## config.mk

```make
export PLATFORM = sky130hd
export DESIGN_NAME = ist_seq
export DESIGN_NICKNAME = d
export VERILOG_FILES = /design/src/rtl/core/ist_pkg.sv /design/src/rtl/core/ist_seq.sv
export SDC_FILE = /design/constraint.sdc
export NUM_CORES = 1
export LEC_CHECK = 0
export BUFFER_PORTS_ARGS = -buffer_cell sky130_fd_sc_hd__buf_2
export CAP_MARGIN = 30
export CORE_ASPECT_RATIO = 1.5
export CORE_UTILIZATION = 55
export DETAILED_ROUTE_END_ITERATION = 8
export GPL_TIMING_DRIVEN = 0
export PLACE_DENSITY = 0.78
export RECOVER_POWER = 50
export SLEW_MARGIN = 25
export SYNTH_ARGS = -nofsm -noshare
export SYNTH_HDL_FRONTEND = slang
export SYNTH_SLANG_ARGS = --single-unit
```

## constraint.sdc

```tcl
create_clock -name clk -period 3.9 [get_ports clk]
set_clock_uncertainty 0.05 [all_clocks]
set_input_delay 0.39 -clock clk [delete_from_list [all_inputs] [get_ports clk]]
set_output_delay 0.39 -clock clk [all_outputs]
set_load 0.1 [all_outputs]
```

## src/rtl/core/ist_pkg.sv

```systemverilog
package ist_pkg;

  localparam int ROWS_DEF = 64;
  localparam int DIM_DEF  = 16;

  localparam logic [1:0] OP_WR_COL = 2'd0;
  localparam logic [1:0] OP_WR_LEN = 2'd1;
  localparam logic [1:0] OP_QUERY  = 2'd2;

  typedef enum logic [2:0] {
    SQ_IDLE,
    SQ_GET_V,
    SQ_GET_U,
    SQ_GET_LEN,
    SQ_CHK_LEN,
    SQ_FIND_U,
    SQ_FIND_V,
    SQ_DONE
  } seq_state_t;

  typedef struct packed {
    logic busy;
    logic done;
    logic found;
  } seq_stat_t;

endpackage

```

## src/rtl/core/ist_seq.sv

```systemverilog
module ist_seq import ist_pkg::*; #(
  parameter int ROWS = ROWS_DEF,
  parameter int DIM  = DIM_DEF,
  localparam int RW  = $clog2(ROWS),
  localparam int PW  = $clog2(DIM),
  localparam int LW  = $clog2(DIM + 1),
  localparam int AW  = $clog2(ROWS * DIM)
) (
  input  logic          clk,
  input  logic          rst,
  input  logic          start,
  input  logic          zero,
  input  logic [RW-1:0] m,
  input  logic [PW-1:0] n,
  input  logic          out_free,
  input  logic [7:0]    inc_rdata,
  input  logic [LW-1:0] len_rdata,
  output logic [AW-1:0] inc_addr,
  output logic [RW-1:0] len_addr,
  output seq_stat_t     stat
);

  seq_state_t state, state_next;

  logic [RW-1:0] m_q, i;
  logic [PW-1:0] n_q, l, j;
  logic [7:0]    u_q, v_q;
  logic [LW-1:0] len_q;
  logic          found;

  logic [LW-1:0] jn;
  logic          u_hit, v_hit, row_more, pos_more, len_short;
  logic [RW-1:0] row_sel;
  logic [PW-1:0] pos_sel;

  assign jn        = LW'(j) + LW'(1);
  assign u_hit     = (inc_rdata == u_q);
  assign v_hit     = (inc_rdata == v_q);
  assign row_more  = ((RW + 1)'(i) + (RW + 1)'(1)) < (RW + 1)'(m_q);
  assign pos_more  = ((PW + 1)'(l) + (PW + 1)'(1)) < (PW + 1)'(n_q);
  assign len_short = len_rdata < LW'(2);

  // next state
  always_comb begin
    state_next = state;
    unique case (state)
      SQ_IDLE: begin
        if (start) begin
          state_next = zero ? SQ_DONE : SQ_GET_V;
        end
      end
      SQ_GET_V:   state_next = SQ_GET_U;
      SQ_GET_U:   state_next = SQ_GET_LEN;
      SQ_GET_LEN: state_next = SQ_CHK_LEN;
      SQ_CHK_LEN: begin
        if (!len_short) begin
          state_next = SQ_FIND_U;
        end else if (row_more) begin
          state_next = SQ_GET_LEN;
        end else if (pos_more) begin
          state_next = SQ_GET_U;
        end else begin
          state_next = SQ_DONE;
        end
      end
      SQ_FIND_U: begin
        if (u_hit && jn < len_q) begin
          state_next = SQ_FIND_V;
        end else if (!u_hit && jn < len_q - LW'(1)) begin
          state_next = SQ_FIND_U;
        end else if (row_more) begin
          state_next = SQ_GET_LEN;
        end else if (pos_more) begin
          state_next = SQ_GET_U;
        end else begin
          state_next = SQ_DONE;
        end
      end
      SQ_FIND_V: begin
        if (v_hit) begin
          state_next = SQ_DONE;
        end else if (jn < len_q) begin
          state_next = SQ_FIND_V;
        end else if (row_more) begin
          state_next = SQ_GET_LEN;
        end else if (pos_more) begin
          state_next = SQ_GET_U;
        end else begin
          state_next = SQ_DONE;
        end
      end
      SQ_DONE: begin
        if (out_free) begin
          state_next = SQ_IDLE;
        end
      end
      default: state_next = SQ_IDLE;
    endcase
  end

  // outputs: read addresses and status
  always_comb begin
    row_sel    = i;
    pos_sel    = '0;
    len_addr   = i;
    stat.busy  = (state != SQ_IDLE);
    stat.done  = 1'b0;
    stat.found = found;
    unique case (state)
      SQ_IDLE:    ;
      SQ_GET_V: begin
        row_sel = m_q;
        pos_sel = n_q;
      end
      SQ_GET_U: begin
        row_sel = m_q;
        pos_sel = l;
      end
      SQ_GET_LEN: ;
      SQ_CHK_LEN: pos_sel = '0;
      SQ_FIND_U,
      SQ_FIND_V:  pos_sel = PW'(jn);
      SQ_DONE:    stat.done = out_free;
      default:    ;
    endcase
  end

  assign inc_addr = AW'(row_sel) * AW'(DIM) + AW'(pos_sel);

  always_ff @(posedge clk) begin
    if (rst) begin
      state <= SQ_IDLE;
      found <= 1'b0;
    end else begin
      state <= state_next;
      if (state == SQ_IDLE && start) begin
        found <= 1'b0;
      end else if (state == SQ_FIND_V && v_hit) begin
        found <= 1'b1;
      end
    end
  end

  always_ff @(posedge clk) begin
    case (state)
      SQ_IDLE: begin
        m_q <= m;
        n_q <= n;
        i   <= '0;
        l   <= '0;
      end
      SQ_GET_U: begin
        if (l == '0) begin
          v_q <= inc_rdata;
        end
      end
      SQ_GET_LEN: begin
        if (i == '0) begin
          u_q <= inc_rdata;
        end
      end
      default: ;
    endcase

    case (state_next)
      SQ_FIND_U,
      SQ_FIND_V: begin
        if (state == SQ_CHK_LEN) begin
          j <= '0;
        end else begin
          j <= PW'(jn);
        end
      end
      default: ;
    endcase

    if (state == SQ_CHK_LEN) begin
      len_q <= len_rdata;
    end

    // advance to the next earlier row, or to the next position of row m
    if ((state == SQ_CHK_LEN || state == SQ_FIND_U || state == SQ_FIND_V)
        && state_next == SQ_GET_LEN) begin
      i <= i + RW'(1);
    end
    if ((state == SQ_CHK_LEN || state == SQ_FIND_U || state == SQ_FIND_V)
        && state_next == SQ_GET_U) begin
      i <= '0;
      l <= l + PW'(1);
    end
  end

endmodule

```

==> results.sh, run 1 <==
export IMPL_outcome="completed"
export IMPL_p_sw_share_pct=50.8
export IMPL_cts_root_buf="clkbuf_8"
export IMPL_cp_required_ns=3.86
export IMPL_relSlewSlack_pct=22.4
export IMPL_synth_edf_count=39
export IMPL_vias_per_cell=5.77
export IMPL_fin_setup_tns_ns=0
export IMPL_netlist_instances=289
export IMPL_hp_class="input pin to flip-flop"
export IMPL_routed_wl_um=6520
export IMPL_htreeDepth=2
export IMPL_pwr_share_comb_pct=57.7
export IMPL_clock_latency_ns=0.31
export IMPL_post_cts_resized=0
export IMPL_antenna_found_initial=0
export IMPL_crit_path_end_kind="flip-flop"
export IMPL_clock_path_buffers=2
export IMPL_place_port_buffers=46
export IMPL_min_period_ns=3.68
export IMPL_cts_tree="built"
export IMPL_drt_iter0_drc=79
export IMPL_grt_start_max_net_pins=17
export IMPL_path_class="flip-flop to flip-flop"
export IMPL_dpl_cell_count=404
export IMPL_fin_nets=397
export IMPL_numCtsBuffers=5
export IMPL_fp_row_count=32
export IMPL_ys_ff_latch=49
export IMPL_clk_pin_slew_ns=0.09
export IMPL_yosys_cell_types_count=52
export IMPL_p_int_w=0.00145
export IMPL_overflow=0
export IMPL_dr_pass1_iters=4
export IMPL_grt_pass1_vias=2286
export IMPL_final_layout_size_suffix_gt1_share_pct=18.9
export IMPL_r2r_start="l[0]$_SDFFCE_PN0P_"
export IMPL_setup_viol=0
export IMPL_wl_per_cell_um=15.8
export IMPL_p_sw_w=0.00150
export IMPL_vias=2377
export IMPL_power_share_sequential_pct=29.5
export IMPL_synth_largest_area_cell="edfxtp_1"
export IMPL_layout_common_cells="39 x edfxtp_1, 32 x buf_2, 26 x ha_1"
export IMPL_num_antenna_cells=0
export IMPL_dpl_hpwl_um=5140
export IMPL_synthTopCellsByArea="edfxtp_1 39%, ha_1 11%, dfxtp_1 6.6%"
export IMPL_grt_use_total_pct=22.9
export IMPL_netlist_area_leader_share_pct=38.9
export IMPL_leakage_nw=1.44
export IMPL_seq_area_frac_synth_pct=45.5
export IMPL_die_x_um=62.4
export IMPL_layout_commonest_cell="edfxtp_1"
export IMPL_routabilityCongestion=0.879
export IMPL_post_route_drc_count=0
export IMPL_fin_cells=412
export IMPL_rsz0062_at_grt="false"
export IMPL_start_util_pct=57.9
export IMPL_min_period_over_period_pct=94.3
export IMPL_setup_worst_path_start_class="flip-flop"
export IMPL_crit_arrival_ns=3.64
export IMPL_syn_to_final_growth_pct=14.0
export IMPL_worst_pin_slew_ns=1.17
export IMPL_yosys_warnings=0
export IMPL_min_delay_start="m[4]"
export IMPL_startpoint="l[0]$_SDFFCE_PN0P_"
export IMPL_ys_flop_type="edfxtp_1"
export IMPL_dieArea_um2=5790
export IMPL_syn_area_um2=3010
export IMPL_cp_max_fo=5
export IMPL_fmax_ghz=0.272
export IMPL_maxCapViolations=0
export IMPL_cts_hold_buf=0
export IMPL_finalHoldViolCount=0
export IMPL_antenna_left=0
export IMPL_ioPinCount=47
export IMPL_syn_nets=343
export IMPL_synthArstFlopShare_pct=0
export IMPL_grt_first_pass_wirelength_um=10300
export IMPL_core_area_um2=5200
export IMPL_p_per_area_nw_per_um2=858
export IMPL_post_cts_buffers=0
export IMPL_ir_drop_mv=0.987
export IMPL_cts_sinks=49
export IMPL_clockPowerShare_pct=12.8
export IMPL_die_h_um=92.7
export IMPL_drv_slew=0
export IMPL_syn_avg_cell_area_um2=10.4
## synthesized netlist by cell type, types with 3 or more instances
cell type,count
dfxtp_1,10
nand3_1,5
a22o_2,3
ha_1,26
or2_2,4
xnor2_1,15
and3_1,4
a211oi_1,3
inv_1,25
a22oi_1,4
nor2_1,15
a21oi_1,9
nor4_1,4
o21ai_0,17
nand4_1,4
edfxtp_1,39
a31oi_1,3
and2_1,7
xor2_1,11
clkbuf_1,6
o21bai_1,3
nand2_1,23
nor3_1,4
nor2b_1,11
## power groups by stage
| stage | clock network [W] | registers [W] | logic (W) |
|---|---|---|---|
| after global placement | 0 | 0.000873 | 0.00164 |
| after CTS | 0.000376 | 0.000868 | 0.00169 |
| after global routing | 0.000394 | 0.000886 | 0.00183 |
| after detailed placement | 0 | 0.000881 | 0.00168 |
| final | 0.000377 | 0.000869 | 0.00170 |
| after floorplan | 0 | 0.000889 | 0.00130 |
## registers in the layout, indices dropped and copies added, names as in the netlist
signal    flops
l             4
j             4
v_q           8
n_q           4
found         1
len_addr      6
len_q         5
u_q           8
m_q           6
state         3
## per-layer routing
metal / track usage, % / up-vias / part of all wire [%]
li1: - / 1153 / -
met1: 23.1 / 1115 / 38
met2: 44.3 / 83 / 54
met3: 3.82 / 26 / 4.1
met4: 11.2 / 0 / 3.7
met5: 0 / - / 0
## critical path, cell delays in order (launching register included)
cell and delay, ns:
edfxtp_1 0.44, inv_1 0.08, ha_1 0.33, ha_1 0.28, a21boi_0 0.12, o31ai_1 0.52, nand2_1 0.16, o31a_2 0.35
o21bai_1 0.19, o2bb2ai_1 0.30, nand4_1 0.30, nand2_1 0.27
## layout make-up
type	instances	area [um^2]
buffer	7	30.0
clock buffer	6	72.6
clock inverter	2	38.8
fill	447	1770
inverter	25	93.8
multi-input combinational	208	1530
sequential	49	1370
tap	68	85.1
timing repair buffer	47	216
## kinds of logic after synthesis
kind of cell	Yosys count	share of synthesized area (%)
and+or+nand+nor	90	16.5
AOI/OAI and AO/OA	64	14.8
DFF	49	45.5
buffers and inverters	32	4.11
xor gates and xnor gates	26	7.56
adders and majority gates	26	10.8
muxes	2	0.747
## path summary, 6_finish.rpt
| kind | end | slack [ns] | depth (start not counted) |
|---|---|---|---|
| hold / removal | m_q[4]$_DFFE_PP_ | 0.20 | 1 |
| hold reg to reg | len_addr[1]$_SDFFE_PP0P_ | 0.51 | 1 |
| setup reg to reg | l[2]$_SDFFCE_PN0P_ | 0.22 | 11 |
| setup / recovery | l[2]$_SDFFCE_PN0P_ | 0.22 | 11 |
## per-stage QoR
step | hold slack, ns | worst slack, ns | cell area [um^2] | util (%) | total power, W
3_3_place_gp | 0.475 | 0.384 | 3330 | 64.0 | 0.00251
5_1_grt | 0.194 | 0.0263 | 3440 | 66.0 | 0.00311
6_report | 0.198 | 0.222 | 3440 | 66.0 | 0.00295
4_1_cts | 0.201 | 0.311 | 3450 | 66.4 | 0.00293
3_5_place_dp | 0.472 | 0.339 | 3340 | 64.2 | 0.00256
2_1_floorplan | 0.412 | -0.0325 | 3020 | - | 0.00219
Power figures use the tool's default switching activity.
==> inputs of run 2 (changes only) <==
==> constraint.sdc (replaced) <==
create_clock -name clk -period 3.9 [get_ports clk]
set_clock_uncertainty 0.05 [all_clocks]
set_input_delay 0.78 -clock clk [delete_from_list [all_inputs] [get_ports clk]]
set_output_delay 0.78 -clock clk [all_outputs]
set_load 0.1 [all_outputs]
==> results.sh, run 2 (synthesis results as in run 1) <==
export IMPL_overflow=0
export IMPL_ir_drop_mv=0.687
export IMPL_min_period_over_period_pct=94.7
export IMPL_vias_per_cell=5.75
export IMPL_fin_ws_ns=0.208
export IMPL_fin_nets=397
export IMPL_dpl_hpwl_um=5150
export IMPL_clk_pin_slew_ns=0.09
export IMPL_cts_root_buf="clkbuf_8"
export IMPL_vias=2369
export IMPL_num_antenna_cells=0
export IMPL_start_util_pct=57.9
export IMPL_clock_latency_ns=0.30
export IMPL_max_stage_delay_ns=0.52
export IMPL_path_class="flip-flop to flip-flop"
export IMPL_setup_worst_path_start_class="flip-flop"
export IMPL_htreeDepth=2
export IMPL_grt_pass1_vias=2463
export IMPL_die_h_um=92.7
export IMPL_dieArea_um2=5790
export IMPL_fp_row_count=32
export IMPL_hp_class="flip-flop to flip-flop"
export IMPL_numCtsBuffers=5
export IMPL_layout_commonest_cell="edfxtp_1"
export IMPL_final_layout_size_suffix_gt1_share_pct=20.1
export IMPL_setup_viol=0
export IMPL_routabilityCongestion=0.899
export IMPL_syn_to_final_growth_pct=13.7
export IMPL_drv_slew=0
export IMPL_p_sw_share_pct=51.5
export IMPL_leakage_nw=1.44
export IMPL_wl_per_cell_um=15.9
export IMPL_pwr_share_comb_pct=59.0
export IMPL_worst_pin_slew_ns=0.772
export IMPL_p_per_area_nw_per_um2=848
export IMPL_crit_arrival_ns=3.62
export IMPL_power_w=0.00291
export IMPL_routed_wl_um=6550
export IMPL_dpl_cell_area_um2=3340
export IMPL_post_route_drc_count=0
export IMPL_dr_pass1_iters=4
export IMPL_finalHoldViolCount=0
export IMPL_path_cells="ha_1 > nor2b_1 > or2_2 > ha_1 > a21oi_1 > o21ai_0 > a211oi_1 > and4b_2 > a21oi_1 > o2bb2ai_1 > xnor2_1 > nor2_1"
export IMPL_critical_path_top_delay_family="compound AO/OA/AOI/OAI gates"
export IMPL_relSlewSlack_pct=48.1
export IMPL_p_int_w=0.00141
export IMPL_cp_required_ns=3.82
export IMPL_fin_area_um2=3430
export IMPL_drt_iter0_drc=137
export IMPL_grt_start_max_net_pins=17
export IMPL_rsz0062_at_grt="false"
export IMPL_core_area_um2=5200
export IMPL_p_sw_w=0.00150
export IMPL_place_port_buffers=46
export IMPL_clock_path_buffers=2
export IMPL_die_x_um=62.4
export IMPL_antenna_found_initial=0
export IMPL_ioPinCount=47
export IMPL_maxCapViolations=0
export IMPL_layout_common_cells="39 x edfxtp_1, 35 x buf_2, 26 x ha_1"
export IMPL_cp_max_fo=7
export IMPL_crit_buf_inv=0
export IMPL_grt_use_total_pct=23.7
export IMPL_pre_cts_ws_ns=0.286
export IMPL_cts_sinks=49
export IMPL_clockPowerShare_pct=11.1
export IMPL_fmax_ghz=0.271
export IMPL_crit_path_end_kind="flip-flop"
export IMPL_outcome="completed"
export IMPL_grt_first_pass_wirelength_um=10700
export IMPL_post_cts_buffers=0
export IMPL_min_period_ns=3.69
export IMPL_cts_tree="built"
export IMPL_antenna_left=0
export IMPL_crit_path_top_delay_cell="a211oi_1"
export IMPL_top_regs="u_q x8, v_q x8"
export IMPL_power_share_sequential_pct=29.9
==> run 2: power groups by stage <==
stage	Sequential (W)	Clock (W)	Combinational [W]
detailed placement	0.000881	0	0.00168
CTS	0.000868	0.000324	0.00169
finish	0.000870	0.000321	0.00171
floorplan	0.000889	0	0.00130
global route	0.000883	0.000343	0.00186
global placement	0.000873	0	0.00163
==> run 2: path summary, 6_finish.rpt <==
| path | from | cells after the start | slack (ns) | end |
|---|---|---|---|---|
| min reg2reg | len_addr[1]$_SDFFE_PP0P_ | 1 | 0.50 | len_addr[1]$_SDFFE_PP0P_ |
| max | len_addr[0]$_SDFFE_PP0P_ | 12 | 0.21 | j[2]$_SDFFCE_PP0P_ |
| min | len_addr[1]$_SDFFE_PP0P_ | 1 | 0.50 | len_addr[1]$_SDFFE_PP0P_ |
| max reg2reg | len_addr[0]$_SDFFE_PP0P_ | 12 | 0.21 | j[2]$_SDFFCE_PP0P_ |
==> run 2: what timing repair did <==
action / CTS / global route
hold endpoints to repair: 0 / 0
hold buffers: 0 / 0
gates resized for setup: 0 / 1
setup endpoints to repair: 0 / 4
==> run 2: routing by layer <==
metal  wire length, um  GRT usage, %  vias to the layer above
met5                 0             0                        -
met4               182          12.4                        0
met3               274          3.69                       16
met2              3570          45.7                       95
met1              2510          23.9                     1104
li1                  -             -                     1154
==> run 2: final cells by class <==
type | count | area [um^2]
Fill cell | 416 | 1780
Tap cell | 68 | 85.1
Multi-Input combinational cell | 208 | 1520
Inverter | 25 | 93.8
Sequential cell | 49 | 1370
Clock inverter | 2 | 16.3
Buffer | 7 | 30.0
Clock buffer | 6 | 82.6
Timing Repair Buffer | 47 | 220
==> run 2: through the flow <==
| step | hold slack (ns) | util, % | setup TNS (ns) | std cells |
|---|---|---|---|---|
| 2_1_floorplan | 0.463 | - | -2.11 | 289 |
| 3_3_place_gp | 0.474 | 64.0 | 0 | 403 |
| 3_5_place_dp | 0.473 | 64.2 | 0 | 404 |
| 4_1_cts | 0.501 | 66.1 | 0 | 412 |
| 5_1_grt | 0.527 | 65.8 | 0 | 412 |
| 6_report | 0.501 | 65.8 | 0 | 412 |
